### config.mk
export PLATFORM = sky130hd
export DESIGN_NAME = dtc_front
export DESIGN_NICKNAME = d
export VERILOG_FILES = /design/src/rtl/dtc_pkg.sv /design/src/rtl/dtc_fifo.sv /design/src/rtl/dtc_front.sv
export SDC_FILE = /design/constraint.sdc
export NUM_CORES = 1
export LEC_CHECK = 0
export ABC_AREA = 1
export BUFFER_PORTS_ARGS = -buffer_cell sky130_fd_sc_hd__buf_4
export CAP_MARGIN = 15
export CORE_AREA = 10 10 223 225
export CTS_CLUSTER_DIAMETER = 200
export DETAILED_ROUTE_END_ITERATION = 16
export DIE_AREA = 0 0 233 235
export HOLD_SLACK_MARGIN = 0.03
export PLACE_DENSITY = 0.48
export SETUP_SLACK_MARGIN = 0.05
export SYNTH_ARGS = -nofsm -noshare
export SYNTH_HDL_FRONTEND = slang
export SYNTH_HIERARCHICAL = 1
export SYNTH_SLANG_ARGS = --single-unit
### constraint.sdc
create_clock -name clk -period 3.9 [get_ports clk]
set_input_delay 0.78 -clock clk [delete_from_list [all_inputs] [get_ports clk]]
set_output_delay 0.78 -clock clk [all_outputs]
set_load 0.1 [all_outputs]
### src/rtl/dtc_pkg.sv
// Shared types and constants of the depth-to-color registration block.
// Used by dtc_front, dtc_back, the top level and the bench; depends on nothing.
package dtc_pkg;

	// Configuration register indexes
	localparam int CFG_IDX_W = 3;
	localparam logic [CFG_IDX_W-1:0] REG_DEPTH_FOCAL     = 3'd0;
	localparam logic [CFG_IDX_W-1:0] REG_DEPTH_CENTER    = 3'd1;
	localparam logic [CFG_IDX_W-1:0] REG_PROJ_ROW0_LEFT  = 3'd2;
	localparam logic [CFG_IDX_W-1:0] REG_PROJ_ROW0_RIGHT = 3'd3;
	localparam logic [CFG_IDX_W-1:0] REG_PROJ_ROW1_LEFT  = 3'd4;
	localparam logic [CFG_IDX_W-1:0] REG_PROJ_ROW1_RIGHT = 3'd5;
	localparam logic [CFG_IDX_W-1:0] REG_PROJ_ROW2_LEFT  = 3'd6;
	localparam logic [CFG_IDX_W-1:0] REG_PROJ_ROW2_RIGHT = 3'd7;

	// Datapath widths
	localparam int DIFF_W = 34;   // col*2^16 - cx
	localparam int NUM_W  = 50;   // diff * depth
	localparam int XMAG_W = 56;   // |diff*depth|*256 + f/2
	localparam int XY_Q_W = 30;   // back-projection quotient bits
	localparam int CNUM_W = 71;   // projected numerator * 256
	localparam int CDEN_W = 63;   // positive projected depth
	localparam int CQ_W   = 20;   // color coordinate, Q12.8
	localparam int Q_DEPTH = 4;

	// Metric scaling: round(v*256/1000) = floor((32*|v| + 62) / 125), by reciprocal
	localparam int MN_W    = 36;   // 32*|value_q8| + 62
	localparam int MR_W    = 31;   // numerator bits below the saturation bound
	localparam int MQ_W    = 24;
	localparam int MREC_SH = 38;
	localparam int MP_W    = MR_W + 32;
	localparam logic [31:0]     MREC       = 32'd2199023256;  // ceil(2^38 / 125)
	localparam logic [MN_W-1:0] MSAT_BOUND = 36'd2097152000;  // 125 * 2^24
	localparam logic [MN_W-1:0] MROUND     = 36'd62;          // 500 / 8, floored

	typedef struct packed {
		logic [9:0]         pixel_col;
		logic [8:0]         pixel_row;
		logic signed [15:0] depth_raw;
	} in_item_t;

	typedef struct packed {
		logic signed [23:0] point_x;
		logic signed [23:0] point_y;
		logic signed [23:0] point_z;
		logic [17:0]        color_col;
		logic [16:0]        color_row;
	} out_item_t;

	typedef struct packed {
		logic [31:0]             fx;
		logic [31:0]             fy;
		logic [31:0]             cx;
		logic [31:0]             cy;
		logic [2:0][3:0][31:0]   p;
	} cfg_t;

endpackage

### src/rtl/dtc_fifo.sv
// Small register queue with first-word fall-through read.
// Depends on nothing; used by the front and back parts.
module dtc_fifo #(
	parameter int W     = 8,
	parameter int DEPTH = 4
) (
	input  logic         clk,
	input  logic         arst_n,
	input  logic         wr,
	input  logic [W-1:0] wdata,
	input  logic         rd,
	output logic [W-1:0] rdata,
	output logic         full,
	output logic         empty
);
	localparam int PTR_W = $clog2(DEPTH);
	localparam int CNT_W = PTR_W + 1;

	logic [W-1:0]     mem_q [DEPTH];
	logic [PTR_W-1:0] wr_ptr_q, rd_ptr_q;
	logic [CNT_W-1:0] cnt_q;
	logic             wr_ok, rd_ok;

	assign full  = (cnt_q == CNT_W'(DEPTH));
	assign empty = (cnt_q == '0);
	assign wr_ok = wr && !full;
	assign rd_ok = rd && !empty;
	assign rdata = mem_q[rd_ptr_q];

	// Advance pointers and count
	always_ff @(posedge clk or negedge arst_n) begin
		if (!arst_n) begin
			wr_ptr_q <= '0;
			rd_ptr_q <= '0;
			cnt_q    <= '0;
		end else begin
			if (wr_ok) wr_ptr_q <= wr_ptr_q + 1'b1;
			if (rd_ok) rd_ptr_q <= rd_ptr_q + 1'b1;
			if (wr_ok && !rd_ok) cnt_q <= cnt_q + 1'b1;
			else if (rd_ok && !wr_ok) cnt_q <= cnt_q - 1'b1;
		end
	end

	// Store the incoming beat
	always_ff @(posedge clk) begin
		if (wr_ok) mem_q[wr_ptr_q] <= wdata;
	end

endmodule

### src/rtl/dtc_front.sv
// Front part: accepts depth pixels, drops off-grid, out-of-image and zero-depth or zero-focal ones, queues the rest.
// Depends on dtc_pkg and dtc_fifo.
module dtc_front #(
	parameter int STRIDE       = 2,
	parameter int DEPTH_WIDTH  = 640,
	parameter int DEPTH_HEIGHT = 480
) (
	input  logic              clk,
	input  logic              arst_n,
	input  logic              push,
	output logic              full,
	input  dtc_pkg::in_item_t pixel,
	input  dtc_pkg::cfg_t     cfg,
	input  logic              q_pop,
	output logic              q_empty,
	output dtc_pkg::in_item_t q_item
);
	import dtc_pkg::*;

	// Divisibility by STRIDE: n*M mod 2^K < M with M = ceil(2^K / STRIDE)
	localparam int GRID_K = 24;
	localparam int PROD_W = GRID_K + 11;
	localparam logic [GRID_K:0] GRID_MUL = (GRID_K + 1)'(((2 ** GRID_K) + STRIDE - 1) / STRIDE);
	localparam int LIM_W = 13;

	logic [PROD_W-1:0] col_prod, row_prod;
	logic              on_grid, in_range, measured, keep, q_push;

	always_comb begin
		col_prod = PROD_W'(pixel.pixel_col) * PROD_W'(GRID_MUL);
		row_prod = PROD_W'(pixel.pixel_row) * PROD_W'(GRID_MUL);
		on_grid  = ({1'b0, col_prod[GRID_K-1:0]} < GRID_MUL)
		        && ({1'b0, row_prod[GRID_K-1:0]} < GRID_MUL);
		in_range = (LIM_W'(pixel.pixel_col) < LIM_W'(DEPTH_WIDTH))
		        && (LIM_W'(pixel.pixel_row) < LIM_W'(DEPTH_HEIGHT));
		measured = (pixel.depth_raw != '0) && (cfg.fx != '0) && (cfg.fy != '0);
		keep     = on_grid && in_range && measured;
	end

	// Queue only beats that can produce a point
	assign q_push = push && !full && keep;

	dtc_fifo #(
		.W     ($bits(in_item_t)),
		.DEPTH (Q_DEPTH)
	) u_queue (
		.clk    (clk),
		.arst_n (arst_n),
		.wr     (q_push),
		.wdata  (pixel),
		.rd     (q_pop),
		.rdata  (q_item),
		.full   (full),
		.empty  (q_empty)
	);

	a_push_measured: assert property (@(posedge clk) disable iff (!arst_n)
		q_push |-> (pixel.depth_raw != '0) && (cfg.fx != '0) && (cfg.fy != '0))
		else $error("queued a pixel without depth or focal length");

endmodule

==> summary.txt, run 1 <==
Detailed routing
  • Post-DRT Antenna Nets: 0
  • Vias per cell: approximately 3.3
  • Via count: 4382
  • Overall routed net length: 17.15 mm
  • Drt first pass iters: 5
  • DR iter-0 viols: roughly 200
  • Routed WL per cell: around 13 um
  • Post-route DRC: 0

Critical path
  • Reg2reg start: u_queue/cnt_q[0]
  • Worst Setup SP: u_queue/rd_ptr_q[0]
  • Crit path required time: ~3.1 ns
  • Crit. End Element: output pin
  • Crit Path Class: flip-flop to output pin
  • WP data arrival: roughly 2.4 ns
  • R2R cell count: 19
  • Crit-path max FO: about 110
  • Setup crit start kind: flip-flop

Synth
  • Distinct cell type count after synthesis: 23
  • Synth warnings: 6
  • Seq cells post-synth: between 100 and 150
  • Synth Instances: roughly 570
  • Avg Synthesized Cell Area: approximately 11 sq um
  • Syn Nets: 1128
  • Seq/Total Area, Yosys: 68.40%
  • Synthesized area: between 6000 and 7000 sq um

STA
  • Setup TNS: 0 ns
  • Minimum clock period: about 3.2 ns
  • Fin worst setup slack: approximately 0.73 ns
  • Setup Viol. Count Final: 0
  • RSZ-0062 raised after global routing: false
  • Slew Limit Fails: 0
  • Slew @ Worst Pin: 0.5882 ns
  • Final critical-path share of the clock period: 81.38%
  • Hold Fails Final Rpt: 0
  • Max Fclk: about 320 MHz
  • Rel. slew slack: around three fifths
  • Clk_skew: 0.01335 ns

Hold path
  • Worst hold-check path type: primary input to asynchronous set/reset pin

Floorplan
  • Die W: ~230 um
  • Rows: 78
  • Die Y-Extent: about 240 um
  • Initial Utilization: between 10% and 20%
  • # IOs: between 500 and 600
  • Die area: between 50000 and 60000 sq um
  • Core area: about 45000 sq um

Clock network
  • CTS root buf: clkbuf_16
  • Resize count post-CTS: 0
  • CTS max path bufs: 2
  • Clk_lat worst skew: between 0.4 and 0.5 ns
  • TritonCTS clock tree: built
  • Clk slew on worst S/H paths: around 0.07 ns
  • Clock sinks: between 100 and 150
  • H-Tree Depth: 4
  • Post-cts hold buffer count: 0
  • Post-CTS setup buffer count: 0
  • Total CTS buffers: 17

Placed design
  • Pre-CTS WS: between 0.6 and 0.7 ns
  • PortBufs: 139
  • Detailed Place HPWL: 12.01 mm
  • RD Place Congestion: between 0.7 and 0.8
  • Placement Cell Area: around 8200 sq um

Flow run
  • Total of max-cap violations: 0

Final layout
  • Share of cells above drive strength 1: 25.65%
  • Design area: roughly 8800 sq um
  • Nets: between 1000 and 1500
  • Diode count: 0
  • Layout Area Growth over Synthesis: 37.82%

GRT
  • Pin count of the biggest net entering global routing: approximately 110
  • Vias in the first global route: roughly 4600
  • Initial antenna violation count: 0
  • Global-route wire length before repair: roughly 26 mm
  • Grt ovf: 0
  • Gr usage total: under 10%

Power
  • Static Leakage: 0.003547 uW
  • PwrDens: 800.9 nW/um^2
  • Tot Pwr: between 7000 and 8000 uW
  • VDD IR max: about 0.68 mV

Status
  • Outcome: completed
-- power by group --
group | total (uW) | leakage, uW | internal, uW | switching (uW)
Combinational | 3510 | 0.00190 | 705 | 2800
Sequential | 1850 | 0.00135 | 1810 | 40.6
Clock | 1710 | 0.000303 | 985 | 721
-- final cells by class --
type                    instances  area [sq um]
multi-input cells             298          1509
fillers                      4951         36260
repair buffers                148          1161
well taps                     600         750.7
clock buffers                  17         425.4
clock inverters                15         206.4
inverters                     104         391.6
flip-flops and latches        147          4379
-- synthesized netlist by cell type --
library cell  number  area, sq um
o21ai_0            1        5.000
dfrtp_1            7        175.2
nor2_1            51        191.4
buf_1              1        3.750
inv_1            102        382.9
nor2_2             1        6.260
xnor2_1            1        8.760
clkinv_1           1        3.750
clkbuf_1           6        22.52
inv_2              1        3.750
nand3_1            8        40.04
buf_2              6        30.03
fa_1               1        20.02
and2_1             3        18.77
ha_1               5        62.56
o211ai_1          70        525.5
edfxtp_1         140         4204
a21oi_2            1        8.760
buf_6              8        90.09
buf_4              1        7.510
o21ai_1            1        5.000
nand4_1            2        12.51
nand2_1          153        574.3
-- worst paths after layout --
kind	to	slack, ns
setup / recovery	q_item[23]	0.73
hold / removal	u_queue/wr_ptr_q[0]	0.16
setup reg to reg	u_queue/cnt_q[2]	0.78
hold reg to reg	u_queue/cnt_q[2]	0.52
max in group asynchronous	u_queue/cnt_q[1]	3.60
min in group clk	u_queue/cnt_q[2]	0.52
-- layout by cell type (no fill, tap or decap), drive strengths merged --
cell,synthesis,layout
nand2,153,153
o211ai,70,70
edfxtp,140,140
ha,5,5
clkbuf,6,17
a21oi,1,1
clkinv,1,5
clkinvlp,0,2
and2,3,3
dfrtp,7,7
fa,1,1
nand4,2,2
bufinv,0,2
o21ai,2,2
nor2,52,52
xnor2,1,1
buf,16,148
inv,103,110
nand3,8,8
-- registers in the layout, indices dropped and copies added (netlist names) --
register and cells:
u_queue/mem_q 140, u_queue/rd_ptr_q 2, u_queue/wr_ptr_q 2, u_queue/cnt_q 3
-- worst max-delay path, cell delays in order (launching register included) --
cell and delay [ns]:
dfrtp_1 0.38, clkinv_2 0.40, buf_12 0.37, nand2_1 0.15, o211ai_1 0.09, nand2_1 0.14
buf_4 0.30
-- cell families (layout without fill, tap and decap cells) --
family	count (synthesis)	in the layout	share of synthesized area (%)
buffers and inverters	126	284	8.501
AND/OR/NAND/NOR	218	218	13.17
AO/OA/AOI/OAI	73	73	8.501
adder cells (fa/ha/maj)	6	6	1.290
flip-flops	147	147	68.40
XOR/XNOR	1	1	0.1368
-- per-layer routing --
metal	share of wire [%]	vias up	GRT usage, %	wire length [um]
met2	50	132	10.82	8526
met1	42	2021	7.111	7223
met5	0	-	0	0
met3	6.9	16	2.348	1184
met4	1.3	0	2.256	215
li1	-	2213	-	-
-- metrics by stage --
step | utilization [%] | hold WS, ns | cells
after floorplan | - | 0.4628 | 571
after global placement | 18.17 | 0.4861 | 1297
after detailed placement | 18.17 | 0.4992 | 1297
after CTS | 19.57 | 0.1431 | 1329
after global routing | 19.57 | 0.1497 | 1329
final | 19.57 | 0.1621 | 1329
Power figures use the tool's default switching activity.
==> run 2: changes to the inputs <==
CORE_AREA = 10 10 219 221   (was 10 10 223 225)
DIE_AREA = 0 0 229 231   (was 0 0 233 235)
PLACE_DENSITY = 0.5   (was 0.48)
clock period = 2.55 ns   (was 3.9 ns; I/O delays follow)
==> summary.txt, run 2 (synthesis gave the netlist of run 1 again) <==
Power
  • Switch Pwr: 5518 uW (+55%)
  • Clock network fraction of total power: 21.8% (-2.3 points)
  • Static Leakage: 0.003646 uW (+2.8%)
  • Reg power frac: 26.0% (-0.2 points)
  • VDD IR max: 1.188 mV (+75%)
  • Switching Fraction: 50.53% (+0.12 points)
  • PwrDens: 1204 nW/um^2 (+50%)
  • Internal power: 5402 uW (+54%)
  • Gate power share: 52.1% (+2.5 points)

Clock network
  • H-Tree Depth: 4 (unchanged)
  • Clock sinks: 147 (unchanged)
  • TritonCTS clock tree: built
  • CTS max path bufs: 2 (unchanged)
  • Clk slew on worst S/H paths: 0.07 ns (about the same)
  • Clk_lat worst skew: 0.43 ns (about the same)
  • Total CTS buffers: 17 (unchanged)
  • CTS root buf: clkbuf_16

Floorplan
  • Die Y-Extent: 231 um (-1.7%)
  • Die W: 229 um (-1.7%)
  • Core area: 43740 sq um (-3.0%)
  • Rows: 77 (-1.3%)
  • # IOs: 588 (unchanged)
  • Initial Utilization: 14.64% (+0.44 points)
  • Die area: 52900 sq um (-3.4%)

STA
  • Slew Limit Fails: 0 (unchanged)
  • Minimum clock period: 2.447 ns
  • Worst hold slack: 0.2773 ns (+0.1152 ns)
  • Clk_skew: 0.01029 ns (-0.003057 ns)
  • Max Fclk: between 400 and 500 MHz
  • Rel. slew slack: 75.46% (+15 points)
  • Hold Fails Final Rpt: 0 (unchanged)
  • RSZ-0062 raised after global routing: true
  • Setup TNS: 0 ns (unchanged)
  • Setup Viol. Count Final: 0 (unchanged)
  • Final critical-path share of the clock period: around 96%
  • Slew @ Worst Pin: 0.3682 ns (-0.2200 ns)

Final layout
  • Layout Area Growth over Synthesis: 41.70%
  • Top Registers: u_queue/mem_q x140, u_queue/cnt_q x3
  • Nets: 1295 (+1.7%)
  • Largest register FFs: 140 (unchanged)
  • Commonest non-fill, non-tap cell in the layout: buf_4
  • Share of cells above drive strength 1: 29.69% (+4.0 points)
  • Most frequent cells in the layout: 153 x buf_4, 149 x nand2_1, 140 x edfxtp_1
  • Final design utilization: 20.74% (+1.2 points)
  • Reg with most FFs: u_queue/mem_q

Critical path
  • WP data arrival: 2.76 ns (+0.37 ns)
  • Crit path required time: 2.87 ns (-0.25 ns)
  • Crit-path max FO: 3 (-97%)
  • Crit Path Class: flip-flop to flip-flop
  • CP most frequent cell: inv_2
  • Reg-to-reg setup timing slack: 0.10 ns (-0.68 ns)
  • Cell Chain, Critical Path: inv_2 > nand3_4 > clkinvlp_4 > inv_2 > nand2_2 > nor2_4 > buf_6 > nand3_4 > a21oi_4 > nand2_2 > nor2_4 > nand2_4 > inv_2 > ha_4 > inv_2 > fa_2 > nand2_2 > nand3_1 > nand2_1 > nand2_1
  • CP max stage cell: fa_2
  • Largest stage delay on the critical path: 0.37 ns (-0.03 ns)
  • Setup crit start kind: flip-flop
  • Crit. End Element: flip-flop

GRT
  • Gr usage total: 6.376% (+0.025 points)
  • Global-route wire length before repair: 25.75 mm (-1.9%)
  • Pin count of the biggest net entering global routing: 48 (-56%)
  • Vias in the first global route: 4554 (unchanged)
  • Initial antenna violation count: 1 (+1)
  • Grt ovf: 0 (unchanged)

Detailed routing
  • Vias per cell: 3.313 (+0.49%)
  • Overall routed net length: 16.84 mm (-1.8%)
  • Post-route DRC: 0 (unchanged)
  • DR iter-0 viols: 241 (+20%)
  • Drt first pass iters: 5 (unchanged)
  • Routed WL per cell: 12.53 um (-2.9%)
  • Post-DRT Antenna Nets: 0 (unchanged)
  • Via count: 4453 (+1.6%)

Placed design
  • RD Place Congestion: 0.7362 (+2.6%)
  • Detailed Place HPWL: 11.92 mm (-0.72%)
  • PortBufs: 139 (unchanged)

Status
  • Outcome: completed

Flow run
  • Total of max-cap violations: 0 (unchanged)

Hold path
  • Worst hold-check path type: primary input to flip-flop
==> run 2: per-layer routing <==
| metal | wire [um] | vias up | track usage (%) |
|---|---|---|---|
| li1 | - | 2256 | - |
| met1 | 7300 | 2057 | 7.328 |
| met2 | 8207 | 128 | 10.57 |
| met3 | 1079 | 12 | 2.355 |
| met4 | 257 | 0 | 2.586 |
| met5 | 0 | - | 0 |
==> run 2: layout make-up <==
cell class	instances	area, sq um
antenna	1	2.502
tap	592	740.7
clock buffer	18	429.2
timing repair buffer	170	1400
multi-input combinational	298	1584
fill	4769	34670
sequential	147	4379
inverter	104	399.1
clock inverter	14	137.6
==> run 2: power groups by stage <==
stage	registers, uW	logic [uW]	clock network [uW]
floorplan	2890	4260	0
global placement	2890	5620	0
detailed placement	2890	5630	0
CTS	2840	5670	2440
global route	2860	6040	2540
finish	2840	5690	2380
==> run 2: path summary, 6_finish.rpt <==
kind,end,cells past startpoint,from
hold reg to reg,u_queue/wr_ptr_q[1],2,u_queue/wr_ptr_q[1]
min in group asynchronous,u_queue/wr_ptr_q[1],2,arst_n
hold / removal,u_queue/mem_q[3][20],1,pixel[20]
setup / recovery,u_queue/cnt_q[2],20,u_queue/cnt_q[1]
max in group asynchronous,u_queue/cnt_q[1],2,arst_n
setup reg to reg,u_queue/cnt_q[2],20,u_queue/cnt_q[1]
==> run 2: timing repair <==
action                                  4_1_cts  5_1_grt
hold endpoints to repair                      7        0
pin swaps                                     4        5
hold buffers                                  1        0
endpoints found under the setup margin      157      150
gates resized for setup                       2       18
buffers inserted                              2        2
==> run 2: stage by stage <==
step	std cells	setup slack [ns]	total power, uW	cell area [sq um]
2_1_floorplan	571	-0.1817	7149	6476
3_3_place_gp	1306	0.01338	8509	8391
4_1_cts	1341	0.04411	10950	8989
3_5_place_dp	1306	-0.03545	8527	8391
6_report	1344	0.1035	10920	9072
5_1_grt	1344	-0.06987	11430	9072
==> run 2: critical path: cells and delay by family (launching register included) <==
kind	cells	cell delay, ns
flops	1	0.36
simple gates	11	0.90
fa+ha+maj	2	0.49
compound gates	1	0.16
buf+inv	6	0.41
==> run 3: changes to the inputs <==
==> constraint.sdc (replaced) <==
create_clock -name clk -period 2.55 [get_ports clk]
set_input_delay 0.3825 -clock clk [delete_from_list [all_inputs] [get_ports clk]]
set_output_delay 0.3825 -clock clk [all_outputs]
set_load 0.1 [all_outputs]
==> summary.txt, run 3 (synthesis gave the netlist of run 1 again) <==
Detailed routing
  • Post-DRT Antenna Nets: 0 (unchanged)
  • Overall routed net length: 16.74 mm (-0.61%)
  • DR iter-0 viols: 123 (-49%)
  • Via count: 4378 (-1.7%)
  • Post-route DRC: 0 (unchanged)
  • Drt first pass iters: 4 (-1)
  • Vias per cell: 3.262 (-1.5%)
  • Routed WL per cell: 12.47 um (-0.46%)

Final layout
  • Nets: 1294 (-0.077%)
  • Multi-input logic area: 1574 sq um (-0.63%)
  • Non-Filler Instances: 1342 (-0.15%)
  • Top Registers: u_queue/mem_q x140, u_queue/cnt_q x3
  • Largest register FFs: 140 (unchanged)
  • Most frequent cells in the layout: 162 x buf_4, 150 x nand2_1, 140 x edfxtp_1
  • FF+latch area: 4379 sq um (unchanged)
  • Layout Area Growth over Synthesis: 41.41%
  • Fill cell count: 4794 (+0.52%)
  • Reg with most FFs: u_queue/mem_q
  • Design area: 9054 sq um (-0.21%)
  • Diode count: 0 (-1)
  • Final design utilization: 20.70% (-0.043 points)
  • Share of cells above drive strength 1: 29.20% (-0.49 points)
  • Commonest non-fill, non-tap cell in the layout: buf_4

Critical path
  • Crit. End Element: flip-flop
  • CP max stage cell: dfrtp_1
  • Crit-path max FO: 3 (unchanged)
  • Crit path buf inv count: 5 (-1)
  • Setup crit start kind: flip-flop
  • CP most frequent cell: nand2_1
  • Largest stage delay on the critical path: 0.40 ns (+0.03 ns)
  • Worst Setup SP: u_queue/cnt_q[2]
  • Reg2reg start: u_queue/cnt_q[2]
  • Cell Chain, Critical Path: nand3_4 > clkinvlp_4 > inv_1 > nand2_1 > nor2_1 > buf_4 > nand3_4 > a21oi_4 > nand2_2 > nor2_4 > nand2_4 > inv_2 > ha_4 > inv_2 > fa_2 > nand2_2 > nand3_1 > nand2_1 > nand2_1
  • Delay-heaviest family, CP: simple AND/OR/NAND/NOR gates
  • WP data arrival: 2.76 ns (about the same)
  • Crit path required time: 2.87 ns (about the same)
  • Crit Path Class: flip-flop to flip-flop

STA
  • Max Fclk: 410.2 MHz (+0.35%)
  • Minimum clock period: 2.438 ns (-0.008518 ns)
  • Slew Limit Fails: 0 (unchanged)
  • Setup Viol. Count Final: 0 (unchanged)
  • RSZ-0062 raised after global routing: true
  • Rel. slew slack: 74.25% (-1.2 points)
  • Hold Fails Final Rpt: 0 (unchanged)
  • Clk_skew: 0.01166 ns (+0.001370 ns)
  • Slew @ Worst Pin: 0.3863 ns (+0.01808 ns)
  • Final critical-path share of the clock period: 95.61% (-0.33 points)

Floorplan
  • Die Y-Extent: 231 um (unchanged)
  • Core area: 43740 sq um (unchanged)
  • Initial Utilization: 14.64% (unchanged)
  • # IOs: 588 (unchanged)
  • Die W: 229 um (unchanged)
  • Die area: 52900 sq um (unchanged)
  • Rows: 77 (unchanged)

Clock network
  • Clk slew on worst S/H paths: 0.07 ns (about the same)
  • H-Tree Depth: 4 (unchanged)
  • Clk_lat worst skew: 0.44 ns (about the same)
  • CTS max path bufs: 2 (unchanged)
  • CTS root buf: clkbuf_16
  • Clock sinks: 147 (unchanged)
  • TritonCTS clock tree: built
  • Total CTS buffers: 17 (unchanged)

Placed design
  • RD Place Congestion: 0.7268 (-1.3%)
  • Placement Cell Area: 8356 sq um (-0.42%)
  • Total placed cells including tap cells: 1303 (-0.23%)
  • Detailed Place HPWL: 11.89 mm (-0.29%)
  • PortBufs: 139 (unchanged)

GRT
  • Gr usage total: 6.336% (-0.040 points)
  • Grt ovf: 0 (unchanged)
  • Initial antenna violation count: 0 (-1)
  • Vias in the first global route: 4590 (+0.79%)
  • Global-route wire length before repair: 25.74 mm (about the same)
  • Pin count of the biggest net entering global routing: 57 (+19%)

Power
  • Switching Fraction: 50.96% (+0.43 points)
  • Clock network fraction of total power: 22.7% (+0.9 points)
  • PwrDens: 1203 nW/um^2 (about the same)
  • Switch Pwr: 5549 uW (+0.55%)
  • Internal power: 5339 uW (-1.2%)
  • VDD IR max: 1.216 mV (+2.4%)
  • Reg power frac: 26.1% (about the same)
  • Gate power share: 51.2% (-0.9 points)
  • Static Leakage: 0.003639 uW (-0.18%)

Status
  • Outcome: completed

Hold path
  • Hold wc startpoint: pixel[19]
  • Worst hold-check path type: primary input to flip-flop

Flow run
  • Total of max-cap violations: 0 (unchanged)
run 3: cell count changes in the layout (fill, tap and decap cells not counted), moves of 2 or more:
cell / before / now
inv_2: 6 / 4
buf_6: 9 / 0
inv_6: 4 / 0
buf_4: 153 / 162
clkinv_8: 1 / 7
inv_1: 95 / 97
run 3: path summary, 6_finish.rpt:
check	endpoint	slack, ns	cells past startpoint
max	u_queue/cnt_q[2]	0.11	19
min in group asynchronous	u_queue/rd_ptr_q[0]	0.34	2
min reg2reg	u_queue/wr_ptr_q[0]	0.54	2
min	u_queue/mem_q[2][19]	0.14	1
max in group asynchronous	u_queue/wr_ptr_q[0]	2.08	2
max reg2reg	u_queue/cnt_q[2]	0.11	19
run 3: stage by stage:
| step | worst slack (ns) | power (uW) | TNS [ns] | hold WS, ns |
|---|---|---|---|---|
| after global routing | 0.005707 | 11410 | 0 | 0.1260 |
| after global placement | 0.02451 | 8459 | 0 | 0.2069 |
| after detailed placement | -0.003905 | 8484 | -0.003905 | 0.2096 |
| after CTS | 0.05950 | 11000 | 0 | 0.1243 |
| final | 0.1120 | 10890 | 0 | 0.1437 |
| after floorplan | -0.1817 | 7149 | -25.71 | 0.08691 |
run 3: area by class of cell:
type                       instances  share of cell area, %
clock inverter                    15                  2.114
clock buffer                      17                  4.699
inverter                         104                  4.381
timing repair buffer             169                  14.87
tap                              592                  8.181
multi-input combinational        298                  17.39
sequential                       147                  48.37
run 3: per-layer routing:
metal	track usage [%]	part of all wire (%)	up-vias
met4	2.400	1.2	0
met1	7.192	43	2005
met2	10.67	49	114
met3	2.367	6.2	12
li1	-	-	2247
met5	0	0	-
run 3: timing repair:
| action | 4_1_cts | 5_1_grt |
|---|---|---|
| hold endpoints to repair | 7 | 0 |
| setup endpoints to repair | 15 | 135 |
| resized for setup | 1 | 5 |
| buffers inserted | 1 | 5 |
| pin swaps | 1 | 5 |
| hold buffers | 1 | 0 |
run 3: power by group through the flow:
stage | Clock, uW | Combinational [uW] | Sequential, uW
5_1_grt | 2640 | 5910 | 2850
3_5_place_dp | 0 | 5590 | 2890
3_3_place_gp | 0 | 5570 | 2890
4_1_cts | 2550 | 5620 | 2840
2_1_floorplan | 0 | 4260 | 2890
6_report | 2470 | 5580 | 2840
